[config.mk]
export PLATFORM = sky130hd
export DESIGN_NAME = earliest_completion_path_scheduler
export DESIGN_NICKNAME = d
export VERILOG_FILES = /design/src/rtl/ecf_pkg.sv /design/src/rtl/ecf_div.sv /design/src/rtl/earliest_completion_path_scheduler.sv
export SDC_FILE = /design/constraint.sdc
export NUM_CORES = 2
export LEC_CHECK = 0
export BUFFER_PORTS_ARGS = -buffer_cell sky130_fd_sc_hd__buf_2
export CELL_PAD_IN_SITES_DETAIL_PLACEMENT = 0
export CELL_PAD_IN_SITES_GLOBAL_PLACEMENT = 2
export CORE_MARGIN = 2
export CORE_UTILIZATION = 45
export DETAILED_ROUTE_END_ITERATION = 16
export PLACE_DENSITY = 0.87
export SLEW_MARGIN = 20
export SYNTH_ARGS = -nofsm -noshare
export SYNTH_HDL_FRONTEND = slang
export SYNTH_SLANG_ARGS = --single-unit
[constraint.sdc]
create_clock -name clk -period 14.5 [get_ports clk]
set_clock_uncertainty 0.1 [all_clocks]
set_input_delay 0.725 -clock clk [delete_from_list [all_inputs] [get_ports clk]]
set_output_delay 0.725 -clock clk [all_outputs]
set_load 0.01 [all_outputs]
[src/rtl/ecf_pkg.sv]
package ecf_pkg;

	// Table geometry
	localparam int MAX_PATH_ENTRIES = 8;
	localparam int SLOT_W = $clog2(MAX_PATH_ENTRIES);

	// Operand widths
	localparam int RATE_W  = 48;
	localparam int DIVD_W  = 64;
	localparam int STEP_W  = $clog2(DIVD_W);
	localparam int MULA_W  = 41;

	localparam logic [19:0]       USEC_PER_SEC = 20'd1000000;
	localparam logic [RATE_W-1:0] RATE_MAX     = '1;

	// Command codes
	localparam logic [2:0] CMD_ADD    = 3'd0;
	localparam logic [2:0] CMD_REMOVE = 3'd1;
	localparam logic [2:0] CMD_ACK    = 3'd2;
	localparam logic [2:0] CMD_LOSS   = 3'd3;
	localparam logic [2:0] CMD_REPORT = 3'd4;

	// Configuration register indexes
	localparam logic [1:0] REG_SEGMENT  = 2'd0;
	localparam logic [1:0] REG_REFRESH  = 2'd1;
	localparam logic [1:0] REG_MIN_RATE = 2'd2;
	localparam logic [1:0] REG_DEF_RTT  = 2'd3;

	// Register reset values
	localparam logic [15:0] SEGMENT_RST  = 16'd1200;
	localparam logic [15:0] REFRESH_RST  = 16'd10;
	localparam logic [19:0] MIN_RATE_RST = 20'd1000;
	localparam logic [23:0] DEF_RTT_RST  = 24'd100000;

	typedef enum logic [2:0] {
		ST_IDLE,
		ST_DECODE,
		ST_REFRESH,
		ST_RDIV,
		ST_COMP,
		ST_CDIV,
		ST_UPDATE,
		ST_FINISH
	} state_t;

	// Request into the shared divider
	typedef struct packed {
		logic              start;
		logic [DIVD_W-1:0] dividend;
		logic [RATE_W-1:0] divisor;
	} div_req_t;

	// Answer from the shared divider
	typedef struct packed {
		logic              busy;
		logic              done;
		logic [DIVD_W-1:0] quotient;
	} div_rsp_t;

endpackage

[src/rtl/ecf_div.sv]
module ecf_div import ecf_pkg::*; (
	input  logic     clk,
	input  logic     arst_n,
	input  div_req_t req,
	output div_rsp_t rsp
);

	logic [RATE_W:0]   rem_q;
	logic [DIVD_W-1:0] quo_q;
	logic [RATE_W-1:0] dvs_q;
	logic [STEP_W-1:0] cnt_q;
	logic              busy_q;
	logic              done_q;

	logic [RATE_W:0] trial;
	logic            fits;

	// One quotient bit a cycle, restoring
	assign trial = {rem_q[RATE_W-1:0], quo_q[DIVD_W-1]};
	assign fits  = trial >= {1'b0, dvs_q};

	always_ff @(posedge clk or negedge arst_n) begin
		if (!arst_n) begin
			busy_q <= 1'b0;
			done_q <= 1'b0;
			cnt_q  <= '0;
		end else begin
			done_q <= 1'b0;
			if (req.start) begin
				busy_q <= 1'b1;
				cnt_q  <= '0;
			end else if (busy_q) begin
				cnt_q <= cnt_q + 1'b1;
				if (cnt_q == STEP_W'(DIVD_W - 1)) begin
					busy_q <= 1'b0;
					done_q <= 1'b1;
				end
			end
		end
	end

	always_ff @(posedge clk) begin
		if (req.start) begin
			rem_q <= '0;
			quo_q <= req.dividend;
			dvs_q <= req.divisor;
		end else if (busy_q) begin
			rem_q <= fits ? trial - {1'b0, dvs_q} : trial;
			quo_q <= {quo_q[DIVD_W-2:0], fits};
		end
	end

	assign rsp.busy     = busy_q;
	assign rsp.done     = done_q;
	assign rsp.quotient = quo_q;

	a_no_zero_divisor: assert property (@(posedge clk) disable iff (!arst_n)
		req.start |-> req.divisor != '0)
		else $error("divider started with zero divisor");

	a_no_restart: assert property (@(posedge clk) disable iff (!arst_n)
		busy_q |-> !req.start)
		else $error("divider restarted while busy");

	a_done_ends: assert property (@(posedge clk) disable iff (!arst_n)
		done_q |-> !busy_q && $past(busy_q))
		else $error("divider done without a running division");

endmodule

[src/rtl/earliest_completion_path_scheduler.sv]
// Earliest-completion-first path scheduler.
//
// Input channel (in_valid/in_ready) takes one command beat: add, remove, ack,
// loss or selection report. Only a selection report with last_report set
// gives a result beat on the output channel (out_valid/out_ready); every
// other command is absorbed. Configuration writes go through cfg_valid /
// cfg_ready (always ready), one register per beat; the user must write
// only while the block is idle; the block itself does not enforce it.
//
// One beat is handled at a time; in_ready is low while it is worked on.
// A rate refresh needing cwnd*1e6/rtt and the completion estimate on a
// report with a nonzero rate both run through one shared 64-bit divider
// that retires one quotient bit per cycle.
//
// Reset clears the path table, the chosen path, the switch counter and the
// pass state, and loads the register defaults. A result waits in the output
// register while the receiver stalls; further beats are still taken until
// another result would need that register, then the block holds there.
module earliest_completion_path_scheduler import ecf_pkg::*; (
	input  logic        clk,
	input  logic        arst_n,
	// Configuration
	input  logic        cfg_valid,
	output logic        cfg_ready,
	input  logic [1:0]  cfg_index,
	input  logic [23:0] cfg_data,
	// Command beats
	input  logic        in_valid,
	output logic        in_ready,
	input  logic [2:0]  cmd,
	input  logic [7:0]  path_id,
	input  logic        path_active,
	input  logic [47:0] path_bandwidth,
	input  logic [31:0] path_cwnd,
	input  logic [31:0] path_srtt,
	input  logic [39:0] byte_count,
	input  logic [31:0] now_ms,
	input  logic        last_report,
	// Result beats
	output logic        out_valid,
	input  logic        out_ready,
	output logic        status,
	output logic [7:0]  primary_path,
	output logic        backup_valid,
	output logic [7:0]  backup_path,
	output logic [63:0] best_completion_us,
	output logic [31:0] switch_total
);

	state_t state_q, state_d;

	// Registers
	logic [15:0] seg_q;
	logic [15:0] intv_q;
	logic [19:0] minr_q;
	logic [23:0] drtt_q;

	// Captured beat
	logic [2:0]  cmd_q;
	logic [7:0]  id_q;
	logic        active_q;
	logic [47:0] bw_q;
	logic [31:0] cwnd_q;
	logic [31:0] srtt_q;
	logic [39:0] bytes_q;
	logic [31:0] now_q;
	logic        last_q;

	// Path table
	logic                 ent_valid_q    [MAX_PATH_ENTRIES];
	logic [7:0]           ent_id_q       [MAX_PATH_ENTRIES];
	logic [39:0]          ent_inflight_q [MAX_PATH_ENTRIES];
	logic [RATE_W-1:0]    ent_rate_q     [MAX_PATH_ENTRIES];
	logic [31:0]          ent_rtt_q      [MAX_PATH_ENTRIES];
	logic [31:0]          ent_stamp_q    [MAX_PATH_ENTRIES];

	logic [SLOT_W-1:0] slot_q;
	logic              after_comp_q;
	logic [63:0]       t_q;

	// Selection state
	logic [7:0]  chosen_id_q;
	logic        chosen_valid_q;
	logic [31:0] switch_q;
	logic [7:0]  best_id_q;
	logic [63:0] best_time_q;
	logic [7:0]  second_id_q;
	logic [63:0] second_time_q;
	logic        best_found_q;
	logic        second_found_q;

	logic        out_valid_q;
	logic        status_q;
	logic [7:0]  primary_q;
	logic        backup_valid_q;
	logic [7:0]  backup_q;
	logic [63:0] best_us_q;

	logic              hit;
	logic [SLOT_W-1:0] hit_idx;
	logic              free;
	logic [SLOT_W-1:0] free_idx;
	logic              stale;
	logic              need_div;
	logic              in_beat;
	logic              emit;
	logic              do_switch;
	logic [MULA_W-1:0] mul_a;
	logic [63:0]       product;
	logic [RATE_W-1:0] sat_rate;
	div_req_t          div_req;
	div_rsp_t          div_rsp;

	function automatic logic [RATE_W-1:0] raise_min(logic [RATE_W-1:0] r, logic [19:0] m);
		logic [RATE_W-1:0] mw;
		mw = {{(RATE_W-20){1'b0}}, m};
		return (r < mw) ? mw : r;
	endfunction

	ecf_div u_div (
		.clk    (clk),
		.arst_n (arst_n),
		.req    (div_req),
		.rsp    (div_rsp)
	);

	// Lowest valid slot holding the id, lowest free slot
	always_comb begin
		hit      = 1'b0;
		hit_idx  = '0;
		free     = 1'b0;
		free_idx = '0;
		for (int i = MAX_PATH_ENTRIES - 1; i >= 0; i--) begin
			if (ent_valid_q[i] && ent_id_q[i] == id_q) begin
				hit     = 1'b1;
				hit_idx = SLOT_W'(i);
			end
			if (!ent_valid_q[i]) begin
				free     = 1'b1;
				free_idx = SLOT_W'(i);
			end
		end
	end

	assign stale    = (now_q - ent_stamp_q[hit_idx]) > {16'b0, intv_q};
	assign need_div = bw_q == '0 && cwnd_q != '0 && ent_rtt_q[slot_q] != '0;

	// Shared constant multiplier feeding the divider
	assign mul_a   = (state_q == ST_REFRESH) ? {9'b0, cwnd_q}
	                 : MULA_W'(ent_inflight_q[slot_q]) + MULA_W'(seg_q);
	assign product = 64'(mul_a) * 64'(USEC_PER_SEC);

	always_comb begin
		div_req.start    = (state_q == ST_REFRESH && need_div) ||
		                   (state_q == ST_COMP && ent_rate_q[slot_q] != '0);
		div_req.dividend = product;
		div_req.divisor  = (state_q == ST_REFRESH) ? {16'b0, ent_rtt_q[slot_q]}
		                   : ent_rate_q[slot_q];
	end

	assign sat_rate  = (div_rsp.quotient[63:RATE_W] != '0) ? RATE_MAX
	                   : div_rsp.quotient[RATE_W-1:0];
	assign in_beat   = in_valid && in_ready;
	assign emit      = state_q == ST_FINISH && last_q && (!out_valid_q || out_ready);
	assign do_switch = best_found_q && (!chosen_valid_q || chosen_id_q != best_id_q);

	// Sequencer
	always_comb begin
		state_d  = state_q;
		in_ready = state_q == ST_IDLE;
		unique case (state_q)
			ST_IDLE: begin
				if (in_valid) state_d = ST_DECODE;
			end
			ST_DECODE: begin
				state_d = ST_IDLE;
				priority if (cmd_q == CMD_ADD) begin
					if (hit || free) state_d = ST_REFRESH;
				end else if (cmd_q == CMD_ACK) begin
					if (hit) state_d = ST_REFRESH;
				end else if (cmd_q == CMD_REPORT) begin
					if (!active_q) state_d = ST_FINISH;
					else if (hit) state_d = stale ? ST_REFRESH : ST_COMP;
					else if (free) state_d = ST_REFRESH;
					else state_d = ST_FINISH;
				end else begin
					state_d = ST_IDLE;
				end
			end
			ST_REFRESH: begin
				if (need_div) state_d = ST_RDIV;
				else state_d = after_comp_q ? ST_COMP : ST_IDLE;
			end
			ST_RDIV: begin
				if (div_rsp.done) state_d = after_comp_q ? ST_COMP : ST_IDLE;
			end
			ST_COMP: begin
				state_d = (ent_rate_q[slot_q] != '0) ? ST_CDIV : ST_UPDATE;
			end
			ST_CDIV: begin
				if (div_rsp.done) state_d = ST_UPDATE;
			end
			ST_UPDATE: begin
				state_d = ST_FINISH;
			end
			ST_FINISH: begin
				if (!last_q || emit) state_d = ST_IDLE;
			end
			default: state_d = ST_IDLE;
		endcase
	end

	always_ff @(posedge clk or negedge arst_n) begin
		if (!arst_n) state_q <= ST_IDLE;
		else state_q <= state_d;
	end

	// Configuration registers
	assign cfg_ready = 1'b1;

	always_ff @(posedge clk or negedge arst_n) begin
		if (!arst_n) begin
			seg_q  <= SEGMENT_RST;
			intv_q <= REFRESH_RST;
			minr_q <= MIN_RATE_RST;
			drtt_q <= DEF_RTT_RST;
		end else if (cfg_valid) begin
			unique case (cfg_index)
				REG_SEGMENT:  seg_q  <= cfg_data[15:0];
				REG_REFRESH:  intv_q <= cfg_data[15:0];
				REG_MIN_RATE: minr_q <= cfg_data[19:0];
				REG_DEF_RTT:  drtt_q <= cfg_data;
				default: ;
			endcase
		end
	end

	// Capture of the command beat
	always_ff @(posedge clk) begin
		if (in_beat) begin
			cmd_q    <= cmd;
			id_q     <= path_id;
			active_q <= path_active;
			bw_q     <= path_bandwidth;
			cwnd_q   <= path_cwnd;
			srtt_q   <= path_srtt;
			bytes_q  <= byte_count;
			now_q    <= now_ms;
			last_q   <= last_report;
		end
	end

	// Table valid bits and chosen path
	always_ff @(posedge clk or negedge arst_n) begin
		if (!arst_n) begin
			for (int i = 0; i < MAX_PATH_ENTRIES; i++) ent_valid_q[i] <= 1'b0;
			chosen_id_q    <= '0;
			chosen_valid_q <= 1'b0;
			switch_q       <= '0;
		end else begin
			if (state_q == ST_DECODE) begin
				if (cmd_q == CMD_REMOVE) begin
					if (hit) ent_valid_q[hit_idx] <= 1'b0;
					if (chosen_valid_q && chosen_id_q == id_q) chosen_valid_q <= 1'b0;
				end else if (!hit && free &&
				             (cmd_q == CMD_ADD || (cmd_q == CMD_REPORT && active_q))) begin
					ent_valid_q[free_idx] <= 1'b1;
				end
			end
			if (emit && do_switch) begin
				chosen_id_q    <= best_id_q;
				chosen_valid_q <= 1'b1;
				switch_q       <= switch_q + 1'b1;
			end
		end
	end

	// Table payload, slot and completion time
	always_ff @(posedge clk) begin
		unique case (state_q)
			ST_DECODE: begin
				after_comp_q <= cmd_q == CMD_REPORT;
				if (hit) begin
					slot_q <= hit_idx;
					if (cmd_q == CMD_ACK || cmd_q == CMD_LOSS)
						ent_inflight_q[hit_idx] <= (ent_inflight_q[hit_idx] >= bytes_q)
						                           ? ent_inflight_q[hit_idx] - bytes_q : '0;
				end else if (free) begin
					slot_q <= free_idx;
					if (cmd_q == CMD_ADD || (cmd_q == CMD_REPORT && active_q)) begin
						ent_id_q[free_idx]       <= id_q;
						ent_inflight_q[free_idx] <= '0;
						ent_rate_q[free_idx]     <= {{(RATE_W-20){1'b0}}, minr_q};
						ent_rtt_q[free_idx]      <= {8'b0, drtt_q};
						ent_stamp_q[free_idx]    <= now_q;
					end
				end
			end
			ST_REFRESH: begin
				if (!need_div) begin
					ent_rate_q[slot_q]  <= raise_min(bw_q != '0 ? bw_q : ent_rate_q[slot_q],
					                                 minr_q);
					ent_stamp_q[slot_q] <= now_q;
					if (srtt_q != '0) ent_rtt_q[slot_q] <= srtt_q;
				end
			end
			ST_RDIV: begin
				if (div_rsp.done) begin
					ent_rate_q[slot_q]  <= raise_min(sat_rate, minr_q);
					ent_stamp_q[slot_q] <= now_q;
					if (srtt_q != '0) ent_rtt_q[slot_q] <= srtt_q;
				end
			end
			ST_COMP: begin
				t_q <= '1;
			end
			ST_CDIV: begin
				if (div_rsp.done) t_q <= div_rsp.quotient + 64'(ent_rtt_q[slot_q]);
			end
			default: ;
		endcase
	end

	// Best and second-best of the pass
	always_ff @(posedge clk or negedge arst_n) begin
		if (!arst_n) begin
			best_id_q      <= '0;
			best_time_q    <= '1;
			second_id_q    <= '0;
			second_time_q  <= '1;
			best_found_q   <= 1'b0;
			second_found_q <= 1'b0;
		end else if (state_q == ST_UPDATE) begin
			if (t_q < best_time_q) begin
				second_id_q    <= best_id_q;
				second_time_q  <= best_time_q;
				second_found_q <= best_found_q;
				best_id_q      <= id_q;
				best_time_q    <= t_q;
				best_found_q   <= 1'b1;
			end else if (t_q < second_time_q) begin
				second_id_q    <= id_q;
				second_time_q  <= t_q;
				second_found_q <= 1'b1;
			end
		end else if (emit) begin
			best_id_q      <= '0;
			best_time_q    <= '1;
			second_id_q    <= '0;
			second_time_q  <= '1;
			best_found_q   <= 1'b0;
			second_found_q <= 1'b0;
		end
	end

	// Output register
	always_ff @(posedge clk or negedge arst_n) begin
		if (!arst_n) out_valid_q <= 1'b0;
		else if (emit) out_valid_q <= 1'b1;
		else if (out_ready) out_valid_q <= 1'b0;
	end

	always_ff @(posedge clk) begin
		if (emit) begin
			status_q       <= !best_found_q;
			primary_q      <= best_found_q ? best_id_q : '0;
			backup_valid_q <= best_found_q && second_found_q;
			backup_q       <= (best_found_q && second_found_q) ? second_id_q : '0;
			best_us_q      <= best_found_q ? best_time_q : '0;
		end
	end

	assign out_valid          = out_valid_q;
	assign status             = status_q;
	assign primary_path       = primary_q;
	assign backup_valid       = backup_valid_q;
	assign backup_path        = backup_q;
	assign best_completion_us = best_us_q;
	assign switch_total       = switch_q;

endmodule

==> results.json <==
{
  "status": "completed",
  "die-area_mm2": 0.2438,
  "max_cap_violations": 0,
  "drc_errors": 0,
  "io_buffers": 343,
  "final.period_utilization": 0.8049,
  "hold_path_depth": 1,
  "syn_inst": 8441,
  "fmax_ghz": 0.08568,
  "hp-start": "path_bandwidth[1]",
  "final_nets": 9866,
  "gp_congestion": 0.8987,
  "ys_warn_count": 0,
  "synth_cell_types": 92,
  "grt_start_max_net_pins": 113,
  "grt-ovfl-total": 0,
  "grt_pass1_wl_um": 452900,
  "cpPeakStageDelay_ns": 0.83,
  "rows": 179,
  "final.setup.tns_ns": 0,
  "r2r_cells": 33,
  "drv_slew": 0,
  "drt_pass1_iterations": 6,
  "wl_per_cell_um": 24.73,
  "post-route-min-period_ns": 11.67,
  "cts_buffers": 216,
  "route.detailed.vias_per_inst": 5.785,
  "syn-num-nets": 9367,
  "endpoint_kind": "flip-flop",
  "cp-start-kind": "flip-flop",
  "die_w_um": 493.7,
  "io_pins": 345,
  "synth.cell_area_mm2": 0.1079,
  "rsz0062_at_grt": "no",
  "clkLatencyLatePin_ns": 0.88,
  "area_growth_pct": 13.43,
  "crit_type": "reg -> reg",
  "cpMaxStageDelayCell": "dfxtp_4",
  "worst_ep_required_time_ns": 15.00,
  "worst-slew-pin-transition_ns": 1.089,
  "worstPathArrival_ns": 12.17,
  "hold_end": "bw_q[1]",
  "ys_seq_area_frac": 0.5598,
  "slew_headroom": 0.2740,
  "cts_tree": "yes",
  "core_region_area_mm2": 0.2381,
  "synth-edff-count": 1730,
  "routed_wl_um": 304000,
  "async_flop_share": 0.1365,
  "finalSetupViolCount": 0,
  "die_y_um": 493.7,
  "drive_above_1_share": 0.1603,
  "grt_pass1_vias": 71545,
  "antenna_left": 0,
  "crit_fanout": 75,
  "hold_buffers": 191,
  "grt_use_total": 0.2459,
  "crit_top_cell": "fa_1",
  "clkTransAtPathRegs_ns": 0.06,
  "start_util": 0.4533,
  "ff2ff_setup_slack_ns": 2.83,
  "avgSynthCellArea_um2": 12.79,
  "cts_max_path_buffers": 3,
  "cts_root_buffer": "clkbuf_16",
  "synth_flop_cell": "edfxtp_1",
  "clock-sinks": 2073,
  "cts_resized": 0,
  "hold_path.class": "in -> reg",
  "htreeDepth": 4,
  "antenna_found_initial": 11,
  "cts_setup_buffers": 0,
  "ys_ff_latch": 2073,
  "vias": 71123,
  "hold_violations": 0,
  "dp_hpwl_um": 211800,
  "worstReg2RegEnd": "u_div.quo_q[57]",
  "drt_iter0_drc": 6302
}
## per-layer routing
metal,global-route usage,up-vias,wire length (um)
li1,-,32448,-
met1,0.3255,35613,124600
met2,0.4077,2551,145400
met3,0.03503,511,20350
met4,0.1002,0,13620
met5,0,-,0
## worst max path at each step
| stage | startpoint | end | slack [ns] | cells past startpoint |
|---|---|---|---|---|
| floorplan | flip-flop | u_div.quo_q[57] | 3.26 | 40 |
| global placement | flip-flop | u_div.quo_q[57] | 2.71 | 33 |
| detailed placement | flip-flop | u_div.quo_q[57] | 2.61 | 33 |
| CTS | flip-flop | u_div.quo_q[57] | 2.59 | 33 |
| global route | flip-flop | u_div.quo_q[57] | 1.87 | 37 |
| finish | flip-flop | u_div.quo_q[57] | 2.83 | 33 |
## through the flow
step                area, um^2  setup slack, ns  hold slack, ns  instances  utilization
floorplan               107900            3.255          0.3294       8441            -
global placement        113100            2.708          0.3528      11698       0.4751
detailed placement      113100            2.613          0.3605      11698       0.4752
CTS                     122400            2.594        0.001955      12292       0.5141
global route            122400            1.868        0.001428      12293       0.5142
finish                  122400            2.829         0.04481      12294       0.5142
## cells in the final DEF, fill, tap and decap left out, types with 208 or more instances in the layout
master     Yosys  layout
a21o_1       220     220
a21oi_1      295     293
buf_2         49     342
clkbuf_16      0     219
edfxtp_1    1730    1730
ha_1         529     529
inv_1        601     598
mux2i_1      275     275
mux4_2       240     240
nand2_1      449     443
nor2_1       733     715
o21ai_0      208     208
xnor2_1      237     237
## area by class of cell
class                           count  area [um^2]
Antenna cell                        2        5.005
Clock buffer                      266         5677
Clock inverter                    137         1685
Fill cell                       20226       115600
Inverter                          607         2281
Multi-Input combinational cell   5386        43820
Sequential cell                  2073        60430
Tap cell                         3167         3963
Timing Repair Buffer              656         4567
## state kept, by name, summed over array words and instances, names as in the netlist, 24 cells and up, named ones only
register / cells
ent_inflight_q: 320
srtt_q: 32
drtt_q: 24
u_div.dvs_q: 48
ent_rtt_q: 256
ent_stamp_q: 256
u_div.quo_q: 64
bw_q: 48
best_time_q: 64
switch_total: 32
t_q: 64
now_q: 32
cwnd_q: 32
second_time_q: 64
u_div.rem_q: 48
bytes_q: 40
ent_id_q: 64
best_completion_us: 64
ent_rate_q: 384
## kinds of logic (layout without fill, tap and decap cells)
kind of cell             after synthesis  in the layout  synth area share
AO/OA/AOI/OAI                       1469           1469           0.09055
XOR/XNOR                             366            366           0.02970
adder cells (fa/ha/maj)              700            700           0.09286
buffers and inverters                982           1666           0.03698
flip-flops                          2073           2073            0.5598
multiplexers                         693            693           0.09418
other                                  1              3        0.00003475
AND/OR/NAND/NOR                     2157           2157           0.09591
## worst max-delay path: cells and delay by family (launching register included)
kind	cells	cell delay (ns)
compound gates	13	3.69
xor+xnor	2	0.25
fa+ha+maj	8	3.49
buf+inv	4	0.86
flops	1	0.83
mux	3	1.55
simple gates	3	0.53
## Yosys cell counts, types with 165 or more instances
library cell / number / area share
edfxtp_1: 1730 / 0.48
nor2_1: 733 / 0.025
inv_1: 601 / 0.021
ha_1: 529 / 0.061
nand2_1: 449 / 0.016
a21oi_1: 295 / 0.014
mux2i_1: 275 / 0.026
clkbuf_1: 249 / 0.0087
mux4_2: 240 / 0.050
xnor2_1: 237 / 0.019
a21o_1: 220 / 0.015
o21ai_0: 208 / 0.0096
nand3_1: 178 / 0.0083
fa_1: 169 / 0.031
nand4_1: 165 / 0.0096
Power is left out: the tool's default activity adds up to more than one toggle a clock period on the data nets, which glitch-free logic cannot reach.
